$ cat config.mk
export PLATFORM = sky130hd
export DESIGN_NAME = supply_presence_detector_top
export DESIGN_NICKNAME = d
export VERILOG_FILES = /design/src/design/spd_pkg.sv /design/src/design/supply_presence_detector_top.sv /design/src/design/spd_cfg_regs.sv /design/src/design/spd_core.sv
export SDC_FILE = /design/constraint.sdc
export NUM_CORES = 1
export LEC_CHECK = 0
export BUFFER_PORTS_ARGS = -buffer_cell sky130_fd_sc_hd__buf_2
export CORE_ASPECT_RATIO = 2
export CORE_MARGIN = 2
export CORE_UTILIZATION = 50
export CTS_BUF_LIST = sky130_fd_sc_hd__clkbuf_4 sky130_fd_sc_hd__clkbuf_8 sky130_fd_sc_hd__clkbuf_16
export DETAILED_ROUTE_END_ITERATION = 10
export HOLD_SLACK_MARGIN = 0.1
export PLACE_DENSITY_LB_ADDON = 0.2
export SLEW_MARGIN = 30
export SYNTH_ARGS = -nofsm -noshare
export SYNTH_HDL_FRONTEND = slang
export SYNTH_HIERARCHICAL = 1
export SYNTH_SLANG_ARGS = --single-unit
export TNS_END_PERCENT = 1
$ cat constraint.sdc
create_clock -name clk -period 6.95 [get_ports clk]
set_clock_uncertainty 0.2 [all_clocks]
set_input_delay 1.39 -clock clk [delete_from_list [all_inputs] [get_ports clk]]
set_output_delay 1.39 -clock clk [all_outputs]
set_load 0.1 [all_outputs]
$ cat src/design/spd_pkg.sv
package spd_pkg;

  localparam int unsigned NOW_W     = 32;
  localparam int unsigned ADC_W     = 10;
  localparam int unsigned PERIOD_W  = 10;
  localparam int unsigned HOLD_W    = 16;
  localparam int unsigned CFG_IDX_W = 3;
  localparam int unsigned CFG_DAT_W = 16;
  localparam int unsigned IN_DATA_W  = 48;
  localparam int unsigned OUT_DATA_W = 8;

  // register indexes
  localparam logic [CFG_IDX_W-1:0] REG_DETECT_MODE   = 3'd0;
  localparam logic [CFG_IDX_W-1:0] REG_ACTIVE_LEVEL  = 3'd1;
  localparam logic [CFG_IDX_W-1:0] REG_ADC_THRESHOLD = 3'd2;
  localparam logic [CFG_IDX_W-1:0] REG_PERIOD_MIN    = 3'd3;
  localparam logic [CFG_IDX_W-1:0] REG_PERIOD_MAX    = 3'd4;
  localparam logic [CFG_IDX_W-1:0] REG_HOLD          = 3'd5;
  localparam logic [CFG_IDX_W-1:0] REG_LED_INVERTED  = 3'd6;

  // detect modes; the unused code behaves as DC analog
  localparam logic [1:0] MODE_AC     = 2'd0;
  localparam logic [1:0] MODE_DC_DIG = 2'd1;

  // reset values
  localparam logic [1:0]          RST_DETECT_MODE   = MODE_AC;
  localparam logic                RST_ACTIVE_LEVEL  = 1'b1;
  localparam logic [ADC_W-1:0]    RST_ADC_THRESHOLD = 10'd572;
  localparam logic [PERIOD_W-1:0] RST_PERIOD_MIN    = 10'd18;
  localparam logic [PERIOD_W-1:0] RST_PERIOD_MAX    = 10'd22;
  localparam logic [HOLD_W-1:0]   RST_HOLD          = 16'd200;
  localparam logic                RST_LED_INVERTED  = 1'b0;

  typedef enum logic [2:0] {
    ST_OFF = 3'b001,
    ST_DEB = 3'b010,
    ST_ON  = 3'b100
  } pres_state_t;

  typedef struct packed {
    logic [1:0]          detect_mode;
    logic                active_level;
    logic [ADC_W-1:0]    adc_threshold;
    logic [PERIOD_W-1:0] period_min_ms;
    logic [PERIOD_W-1:0] period_max_ms;
    logic [HOLD_W-1:0]   hold_ms;
    logic                led_inverted;
  } spd_cfg_t;

  typedef struct packed {
    logic             led_enable;
    logic [NOW_W-1:0] now_ms;
    logic [ADC_W-1:0] adc_sample;
    logic             sense_level;
  } spd_item_t;

  typedef struct packed {
    logic led_level;
    logic present;
  } spd_result_t;

endpackage

$ cat src/design/supply_presence_detector_top.sv
// Channel | Dir | Handshake             | Payload
// in_     | in  | in_tvalid / in_tready | in_tdata: sense_level, adc_sample, now_ms, led_enable
// out_    | out | out_tvalid/out_tready | out_tdata: present, led_level
// cfg_    | in  | cfg_we                | cfg_index, cfg_wdata
//
// One poll per cycle sustained while out_ does not stall.
// Poll register, then state update and result register in one pass.
// rst_n is synchronous: clears state, valids and config to defaults.
// A stall on out_ backs up into the poll register, then drops in_tready.
module supply_presence_detector_top
  import spd_pkg::*;
#(
  parameter int unsigned TIME_WIDTH = 32
) (
  input  logic                  clk,
  input  logic                  rst_n,
  input  logic                  in_tvalid,
  output logic                  in_tready,
  // [0] sense_level, [10:1] adc_sample, [42:11] now_ms, [43] led_enable, rest zero
  input  logic [IN_DATA_W-1:0]  in_tdata,
  output logic                  out_tvalid,
  input  logic                  out_tready,
  // [0] present, [1] led_level, rest zero
  output logic [OUT_DATA_W-1:0] out_tdata,
  input  logic                  cfg_we,
  input  logic [CFG_IDX_W-1:0]  cfg_index,
  input  logic [CFG_DAT_W-1:0]  cfg_wdata
);

  spd_cfg_t    cfg;
  spd_item_t   poll_r;
  logic        poll_valid_r;
  spd_result_t result, res_r;
  logic        res_valid_r;
  logic        fire;

  spd_cfg_regs u_cfg (
    .clk       (clk),
    .rst_n     (rst_n),
    .cfg_we    (cfg_we),
    .cfg_index (cfg_index),
    .cfg_wdata (cfg_wdata),
    .cfg       (cfg)
  );

  assign fire      = poll_valid_r && (!res_valid_r || out_tready);
  assign in_tready = !poll_valid_r || fire;

  always_ff @(posedge clk) begin
    if (!rst_n) begin
      poll_valid_r <= 1'b0;
    end else if (in_tready) begin
      poll_valid_r <= in_tvalid;
    end
  end

  always_ff @(posedge clk) begin
    if (in_tready && in_tvalid) begin
      poll_r <= spd_item_t'(in_tdata[$bits(spd_item_t)-1:0]);
    end
  end

  spd_core #(
    .TIME_WIDTH (TIME_WIDTH)
  ) u_core (
    .clk    (clk),
    .rst_n  (rst_n),
    .fire   (fire),
    .item   (poll_r),
    .cfg    (cfg),
    .result (result)
  );

  always_ff @(posedge clk) begin
    if (!rst_n) begin
      res_valid_r <= 1'b0;
    end else if (fire) begin
      res_valid_r <= 1'b1;
    end else if (out_tready) begin
      res_valid_r <= 1'b0;
    end
  end

  always_ff @(posedge clk) begin
    if (fire) begin
      res_r <= result;
    end
  end

  assign out_tvalid = res_valid_r;
  assign out_tdata  = {{(OUT_DATA_W-$bits(spd_result_t)){1'b0}}, res_r};

endmodule

$ cat src/design/spd_cfg_regs.sv
module spd_cfg_regs
  import spd_pkg::*;
(
  input  logic                 clk,
  input  logic                 rst_n,
  input  logic                 cfg_we,
  input  logic [CFG_IDX_W-1:0] cfg_index,
  input  logic [CFG_DAT_W-1:0] cfg_wdata,
  output spd_cfg_t             cfg
);

  spd_cfg_t cfg_r;

  always_ff @(posedge clk) begin
    if (!rst_n) begin
      cfg_r.detect_mode   <= RST_DETECT_MODE;
      cfg_r.active_level  <= RST_ACTIVE_LEVEL;
      cfg_r.adc_threshold <= RST_ADC_THRESHOLD;
      cfg_r.period_min_ms <= RST_PERIOD_MIN;
      cfg_r.period_max_ms <= RST_PERIOD_MAX;
      cfg_r.hold_ms       <= RST_HOLD;
      cfg_r.led_inverted  <= RST_LED_INVERTED;
    end else if (cfg_we) begin
      unique case (cfg_index)
        REG_DETECT_MODE:   cfg_r.detect_mode   <= cfg_wdata[1:0];
        REG_ACTIVE_LEVEL:  cfg_r.active_level  <= cfg_wdata[0];
        REG_ADC_THRESHOLD: cfg_r.adc_threshold <= cfg_wdata[ADC_W-1:0];
        REG_PERIOD_MIN:    cfg_r.period_min_ms <= cfg_wdata[PERIOD_W-1:0];
        REG_PERIOD_MAX:    cfg_r.period_max_ms <= cfg_wdata[PERIOD_W-1:0];
        REG_HOLD:          cfg_r.hold_ms       <= cfg_wdata[HOLD_W-1:0];
        REG_LED_INVERTED:  cfg_r.led_inverted  <= cfg_wdata[0];
        default: ;
      endcase
    end
  end

  assign cfg = cfg_r;

endmodule

$ cat src/design/spd_core.sv
module spd_core
  import spd_pkg::*;
#(
  parameter int unsigned TIME_WIDTH = 32
) (
  input  logic        clk,
  input  logic        rst_n,
  input  logic        fire,
  input  spd_item_t   item,
  input  spd_cfg_t    cfg,
  output spd_result_t result
);

  logic                  prev_level_r, prev_level_nxt;
  logic [TIME_WIDTH-1:0] last_edge_r, last_edge_nxt;
  logic [TIME_WIDTH-1:0] first_edge_r, first_edge_nxt;
  pres_state_t           state_r, state_nxt;
  logic                  led_on_r, led_on_nxt;

  logic [TIME_WIDTH+NOW_W-1:0] now_ext;
  logic [TIME_WIDTH-1:0]       now_t;
  logic [TIME_WIDTH-1:0]       gap, since_last, since_first;
  logic                        reading, rise, valid, here;

  assign now_ext = {{TIME_WIDTH{1'b0}}, item.now_ms};
  assign now_t   = now_ext[TIME_WIDTH-1:0];

  assign reading = (item.sense_level == cfg.active_level);
  assign rise    = !prev_level_r && reading;
  assign gap     = now_t - last_edge_r;
  assign valid   = rise && (gap >= TIME_WIDTH'(cfg.period_min_ms))
                        && (gap <= TIME_WIDTH'(cfg.period_max_ms));

  assign here = (cfg.detect_mode == MODE_DC_DIG) ? reading
                                                 : (item.adc_sample >= cfg.adc_threshold);

  always_comb begin
    prev_level_nxt = prev_level_r;
    last_edge_nxt  = last_edge_r;
    first_edge_nxt = first_edge_r;
    state_nxt      = state_r;
    led_on_nxt     = led_on_r;
    since_last     = '0;
    since_first    = now_t - first_edge_r;
    if (cfg.detect_mode == MODE_AC) begin
      prev_level_nxt = reading;
      if (rise) begin
        last_edge_nxt = now_t;
      end
      // dropout uses the edge time as updated by this poll
      since_last = now_t - last_edge_nxt;
      unique case (state_r)
        ST_ON: begin
          if (item.led_enable) begin
            led_on_nxt = 1'b1;
          end
          if (since_last >= TIME_WIDTH'(cfg.hold_ms)) begin
            state_nxt = ST_OFF;
          end
        end
        ST_DEB: begin
          if (since_first >= TIME_WIDTH'(cfg.hold_ms)) begin
            state_nxt = ST_ON;
          end
        end
        default: begin
          if (item.led_enable) begin
            led_on_nxt = 1'b0;
          end
          if (valid) begin
            first_edge_nxt = now_t;
            state_nxt      = ST_DEB;
          end else begin
            state_nxt = state_r;
          end
        end
      endcase
    end else begin
      state_nxt  = here ? ST_ON : ST_OFF;
      led_on_nxt = item.led_enable && here;
    end
  end

  always_ff @(posedge clk) begin
    if (!rst_n) begin
      prev_level_r <= 1'b0;
      last_edge_r  <= '0;
      first_edge_r <= '0;
      state_r      <= ST_OFF;
      led_on_r     <= 1'b0;
    end else if (fire) begin
      prev_level_r <= prev_level_nxt;
      last_edge_r  <= last_edge_nxt;
      first_edge_r <= first_edge_nxt;
      state_r      <= state_nxt;
      led_on_r     <= led_on_nxt;
    end
  end

  assign result.present   = (state_nxt == ST_ON);
  assign result.led_level = led_on_nxt ^ cfg.led_inverted;

  a_idle_holds: assert property (@(posedge clk) disable iff (!rst_n)
    !fire |=> $stable(state_r) && $stable(led_on_r))
    else $error("presence state moved without a transfer");

  a_dc_keeps_edges: assert property (@(posedge clk) disable iff (!rst_n)
    fire && cfg.detect_mode != MODE_AC |=>
      $stable(prev_level_r) && $stable(last_edge_r) && $stable(first_edge_r))
    else $error("DC poll touched edge tracking");

  a_on_not_deb: assert property (@(posedge clk) disable iff (!rst_n)
    fire && cfg.detect_mode == MODE_AC && state_r == ST_ON |=>
      state_r == ST_ON || state_r == ST_OFF)
    else $error("on state went back to debounce");

  a_deb_needs_edge: assert property (@(posedge clk) disable iff (!rst_n)
    fire && state_r != ST_DEB && state_nxt == ST_DEB |-> valid)
    else $error("debounce entered without a valid edge");

endmodule

# After elaboration in Yosys (flattened, before gate mapping)

Cells that the tools add are included.

Flip-flop bits (word level): 167
Bits of input ports: 72
Word-level logic and storage cells: 80

Add/sub/neg operators: 3
Order comparisons: 5
Eq/ne operators: 11
Multiplexer cells: 15
Bitwise logic cells: 2
Reduce and logical (&&, ||, !) cells: 24

Operators with widths:

| cell                                                | number |
|---|---|
| subtractor 32 bit                                   | 3 |
| >= comparator 32 x 16 -> 1 bit                      | 2 |
| two-way mux 32 bit                                  | 2 |
| >= comparator 32 x 10 -> 1 bit                      | 1 |
| less-or-equal comparator 32 x 10 -> 1 bit           | 1 |
| AND reduction 2 bit                                 | 8 |
| equality test 3 bit, second input constant          | 5 |
| two-way mux 3 bit                                   | 5 |
| >= comparator 10 bit                                | 1 |
| equality test 3 x 2 -> 1 bit, second input constant | 3 |
| logical AND 1 bit                                   | 6 |
| two-way mux 1 bit                                   | 6 |
| one-hot mux 3 bit (2 select lines)                  | 1 |
| AND reduction 4 bit                                 | 1 |
| equality test 3 x 1 -> 1 bit, second input constant | 1 |
| logical NOT 1 bit                                   | 3 |
| logical NOT 3 bit                                   | 1 |
| equality test 2 x 1 -> 1 bit, second input constant | 1 |
| logical NOT 2 bit                                   | 1 |
| logical OR 1 bit                                    | 2 |
| one-hot mux 1 bit (2 select lines)                  | 1 |
| nonzero test 2 bit                                  | 1 |
| OR reduction 2 bit                                  | 1 |
| equality test 1 bit                                 | 1 |
| other kinds (2)                                     | 2 |

# Logic depth before layout (Yosys ltp)

Word-level depth: 10
Mapped depth: 26
Gate-level depth less buffers: 25

# Modules after synthesis

The synthesis kept the hierarchy.

By module, submodules not included:

| module                       | times used | cells each | area each (sq um) | seq. area each (sq um) |
|---|---|---|---|---|
| spd_core                     | 1          | 1,475      | 10,317.4          | 1,381.3 |
| spd_cfg_regs                 | 1          | 202        | 2,039.5           | 1,001.0 |
| supply_presence_detector_top | 1          | 62         | 1,534.0           | 1,421.4 |

# Worst setup path before layout

Ideal clock, no wire load.

Path kind: register -> register
From: register poll_r[0] (netlist name)
To: register u_core.state_r[0]
Arrival time: 5.737 ns
Required time: 6.616 ns
Setup slack: 0.879 ns
Cell stages (with the launch flop): 25
Clock period less this slack: 6.071 ns
Cells stage by stage: edfxtp_1 > xor2_1 > nor2_1 > clkbuf_1 > clkbuf_1 > buf_1 > a21oi_1 > ha_1 > a21o_1 > a31o_2 > nor2_1 > o21ai_0 > mux2_2 > o22a_1 > ha_1 > a21oi_1 > o21ai_0 > a2111oi_0 > a211o_1 > nand4b_1 > a211oi_1 > nand4_1 > nor4_2 > nor3b_1 > or4_1

Longest elaborated chain between the ends: 9
Elaborated cells between the ends (all ways): 14
Those cells by class: 1 x add/sub; 1 x order compare; 1 x eq/ne; 8 x mux; 3 x reduce/logical

Ends and longest elaborated chain:

| item                               | line                               | text |
|---|---|---|
| start: declaration                 | supply_presence_detector_top.sv:31 | `spd_item_t poll_r;` |
| start signal: assignment           | supply_presence_detector_top.sv:59 | `poll_r <= spd_item_t'(in_tdata[$bits(spd_item_t)-1:0]);` |
| equality test 1 bit *              | spd_core.sv:28                     | `assign reading = (item.sense_level == cfg.active_level);` |
| logical AND 1 bit                  | spd_core.sv:29                     | `assign rise = !prev_level_r && reading;` |
| two-way mux 32 bit                 | spd_core.sv:47                     | `if (rise) begin` |
| two-way mux 32 bit                 | spd_core.sv:45                     | `if (cfg.detect_mode == MODE_AC) begin` |
| subtractor 32 bit                  | spd_core.sv:51                     | `since_last = now_t - last_edge_nxt;` |
| >= comparator 32 x 16 -> 1 bit     | spd_core.sv:57                     | `if (since_last >= TIME_WIDTH'(cfg.hold_ms)) begin` |
| two-way mux 3 bit                  | spd_core.sv:57                     |  |
| one-hot mux 3 bit (2 select lines) | spd_core.sv:52                     | `unique case (state_r)` |
| two-way mux 3 bit *                | spd_core.sv:45                     |  |
| end signal: assignment             | spd_core.sv:95                     | `state_r <= state_nxt;` |
| end: declaration                   | spd_core.sv:17                     | `pres_state_t state_r, state_nxt;` |

Every way passes the cells marked *; elsewhere a longest branch is shown, timed or not. The select of a mux whose other input is x is not followed.
A chain may end at the register's enable or synchronous reset.

==> metrics.md <==
| Metric | Value |
|---|---|
| Wire length per cell | `20.1 um` |
| Global-route wire length before repair | `66,200 um` |
| Fin. Hold Viols | `0` |
| RD Place Congestion | `0.961` |
| Area occupied by registers | `3800 um2` |
| Post-CTS sizing | `0` |
| Share of post-route cells with drive strength above 1 | `8.39%` |
| Crit path launch | `poll_r[0]` |
| Worst setup margin | `839 ps` |
| Initial Utilization | `50.6%` |
| Clk slew on worst S/H paths | `70 ps` |
| Hold/Removal Path Class | `reg -> reg` |
| Die area | `29,200 um2` |
| # hold bufs at CTS | `0` |
| Mapped Cells | `1,739` |
| Asr flop ratio synth | `0%` |
| WL final | `42,700 um` |
| Wl on met1 | `14,800 um` |
| Pleak | `5.90 nW` |
| Synth-to-layout area growth | `8.35%` |
| Postcts setup bufs | `0` |
| CORE AREA | `27,400 um2` |
| Top cell type by total area after synthesis | `dfxtp_1` |
| Cell area after layout | `15,100 um2` |
| Max Transition Viols Final | `0` |
| Grt ovf | `0` |
| 1st-pass router iterations | `7` |
| # DRC | `0` |
| Final setup vio count | `0` |
| Worst slack, placed | `903 ps` |
| Die width | `122 um` |
| Layout fillers | `2,685` |
| Fmax | `164 MHz` |
| Layout Nets | `1,990` |
| Initial drt markers | `841` |
| H-tree depth | `4` |
| Area contributors post-synth | `dfxtp_1, ha_1, edfxtp_1` |
| Most frequent cells after synthesis | `nand2_1, a21oi_1, ha_1` |
| Total GRT Usage | `29.7%` |
| Clock Root Buffer | `clkbuf_16` |
| Critical path's largest stage delay | `480 ps` |
| Largest net degree at the start of global routing | `80` |
| Hold Startpoint | `u_core/last_edge_r[14]` |
| Yosys reg bits | `167` |
| YS warnings | `6` |
| Mapped Area | `13,900 um2` |
| Status | `completed` |
| Most common cell in the netlist | `nand2_1` |
| Dpl hpwl | `33,600 um` |
| Clock Latency Late Sink | `470 ps` |
| Worst-case clock buffer depth | `2` |
| Max-Cap Viols | `0` |
| Crit Path Max Fanout | `12` |
| Top Family by Delay on Critical Path | `compound AO/OA/AOI/OAI gates` |
| Setup TNS | `0 ps` |
| Initial antenna violation count | `0` |
| PD cells | `197 nW/um2` |
| Die H | `240 um` |
| Measured slew at the worst slew-check pin | `923 ps` |
| Dpl cell area | `14,400 um2` |
| Port bufs | `71` |
| WP data required | `7030 ps` |
| Met2 wire len | `22,800 um` |
| CTS tree | `built` |
| RSZ-0062 raised after global routing | `false` |
| Detail Route met3 WL | `1440 um` |
| Top cell type's share of synthesized area | `17.4%` |
| Clock tree sinks | `167` |
| DR vias/cell | `6.06` |
| Max layer used | `met4` |
| Peak VDD IR | `178 uV` |
| # IOs | `82` |
| CTS buffer count | `17` |
| Row count | `86` |
| Crit-path slowest cell | `edfxtp_1` |
| Vias | `12,900` |
| Worst setup EP type | `flip-flop` |
| Hold WS | `256 ps` |
| Ys flop type | `dfxtp_1` |
| Average cell area after synthesis | `7.99 um2` |
| Tcrit/Tclk final | `87.9%` |
| Post-synthesis sequential area ratio | `27.4%` |
| Multi-input logic area | `9210 um2` |
| Nature of the critical path startpoint | `flip-flop` |
| Post-layout min period | `6110 ps` |
| Synth cell types | `95` |
| Crit path DAT | `6190 ps` |
| R2r startpoint | `poll_r[0]` |
| Relative slew slack | `38.4%` |
| DRT antenna net count | `0` |
| Buffers & Inverters on Critical Path | `3` |
| Ant diodes | `0` |
| Post-synth EDFFs | `46` |
| Crit path kind | `reg -> reg` |
| Number of global-route vias before repair | `12,700` |
-- layer usage --
layer | vias up | global-route usage [%]
li1 | 6317 | -
met1 | 6032 | 27.9
met2 | 392 | 55.8
met3 | 163 | 4.21
met4 | 0 | 23.3
met5 | - | 0
-- power breakdown --
part	switching (mW)	total [mW]	internal (mW)
clock network	0.452	1.01	0.556
registers	0.0466	1.08	1.03
logic	0.538	0.877	0.339
-- worst paths after layout --
kind	slack, ps	cells past startpoint	endpoint
max reg2reg	840	26	out_tdata[0]
min reg2reg	260	2	u_core/last_edge_r[14]
min	260	2	u_core/last_edge_r[14]
max	840	26	out_tdata[0]
-- placed cells by master (no fill, tap or decap), drive strengths merged, types with 7 or more instances in the layout --
cell / n
a2111oi: 10
a211oi: 18
a21boi: 8
a21o: 42
a21oi: 194
a31oi: 17
and2: 7
and3: 14
buf: 82
clkbuf: 19
dfxtp: 121
edfxtp: 46
ha: 152
inv: 156
mux2i: 56
nand2: 198
nand2b: 17
nand3: 61
nand4: 22
nand4b: 7
nor2: 94
nor2b: 43
nor3: 23
nor4: 7
o2111ai: 9
o211ai: 17
o21a: 18
o21ai: 102
o21bai: 16
o221ai: 9
or3: 8
or4: 7
xnor2: 36
xor2: 26
-- logic make-up (layout without fill, tap and decap cells) --
family,Yosys count,after routing,synth area share [%]
DFF,167,167,27.4
other,1,6,0.0270
muxes,59,59,4.28
buffers and inverters,229,261,6.67
AOI/OAI and AO/OA,520,520,23.6
adders and majority gates,156,156,14.2
xor gates and xnor gates,62,62,4.04
and+or+nand+nor,545,545,19.8
-- sequential cells by signal (all words and copies together) (netlist names) --
signal               count
out_tdata                2
u_core/last_edge_r      32
out_tvalid               1
u_core/led_on_r          1
poll_valid_r             1
u_core/state_r           3
u_cfg/cfg               50
u_core/prev_level_r      1
poll_r                  44
u_core/first_edge_r     32
-- worst min-delay path: stages, from the launching register on --
cell	delay, ps
dfxtp_1	310
nand2_1	50
a21oi_1	50
-- per-stage QoR --
step / cells / total power [mW] / util [%]
after floorplan: 1744 / 1.73 / -
after global routing: 2128 / 3.11 / 54.9
after detailed placement: 2096 / 1.96 / 52.6
after CTS: 2128 / 2.98 / 54.8
after global placement: 2096 / 1.95 / 52.6
final: 2128 / 2.96 / 54.9
-- final cells by class --
| type | count | share of cell area, % |
|---|---|---|
| clock buffers | 19 | 2.97 |
| clock inverters | 13 | 1.06 |
| inverters | 147 | 3.67 |
| multi-input cells | 1348 | 61.2 |
| flip-flops and latches | 167 | 25.3 |
| well taps | 352 | 2.93 |
| repair buffers | 82 | 2.91 |
Note: power is estimated with default switching activity, not from simulation.
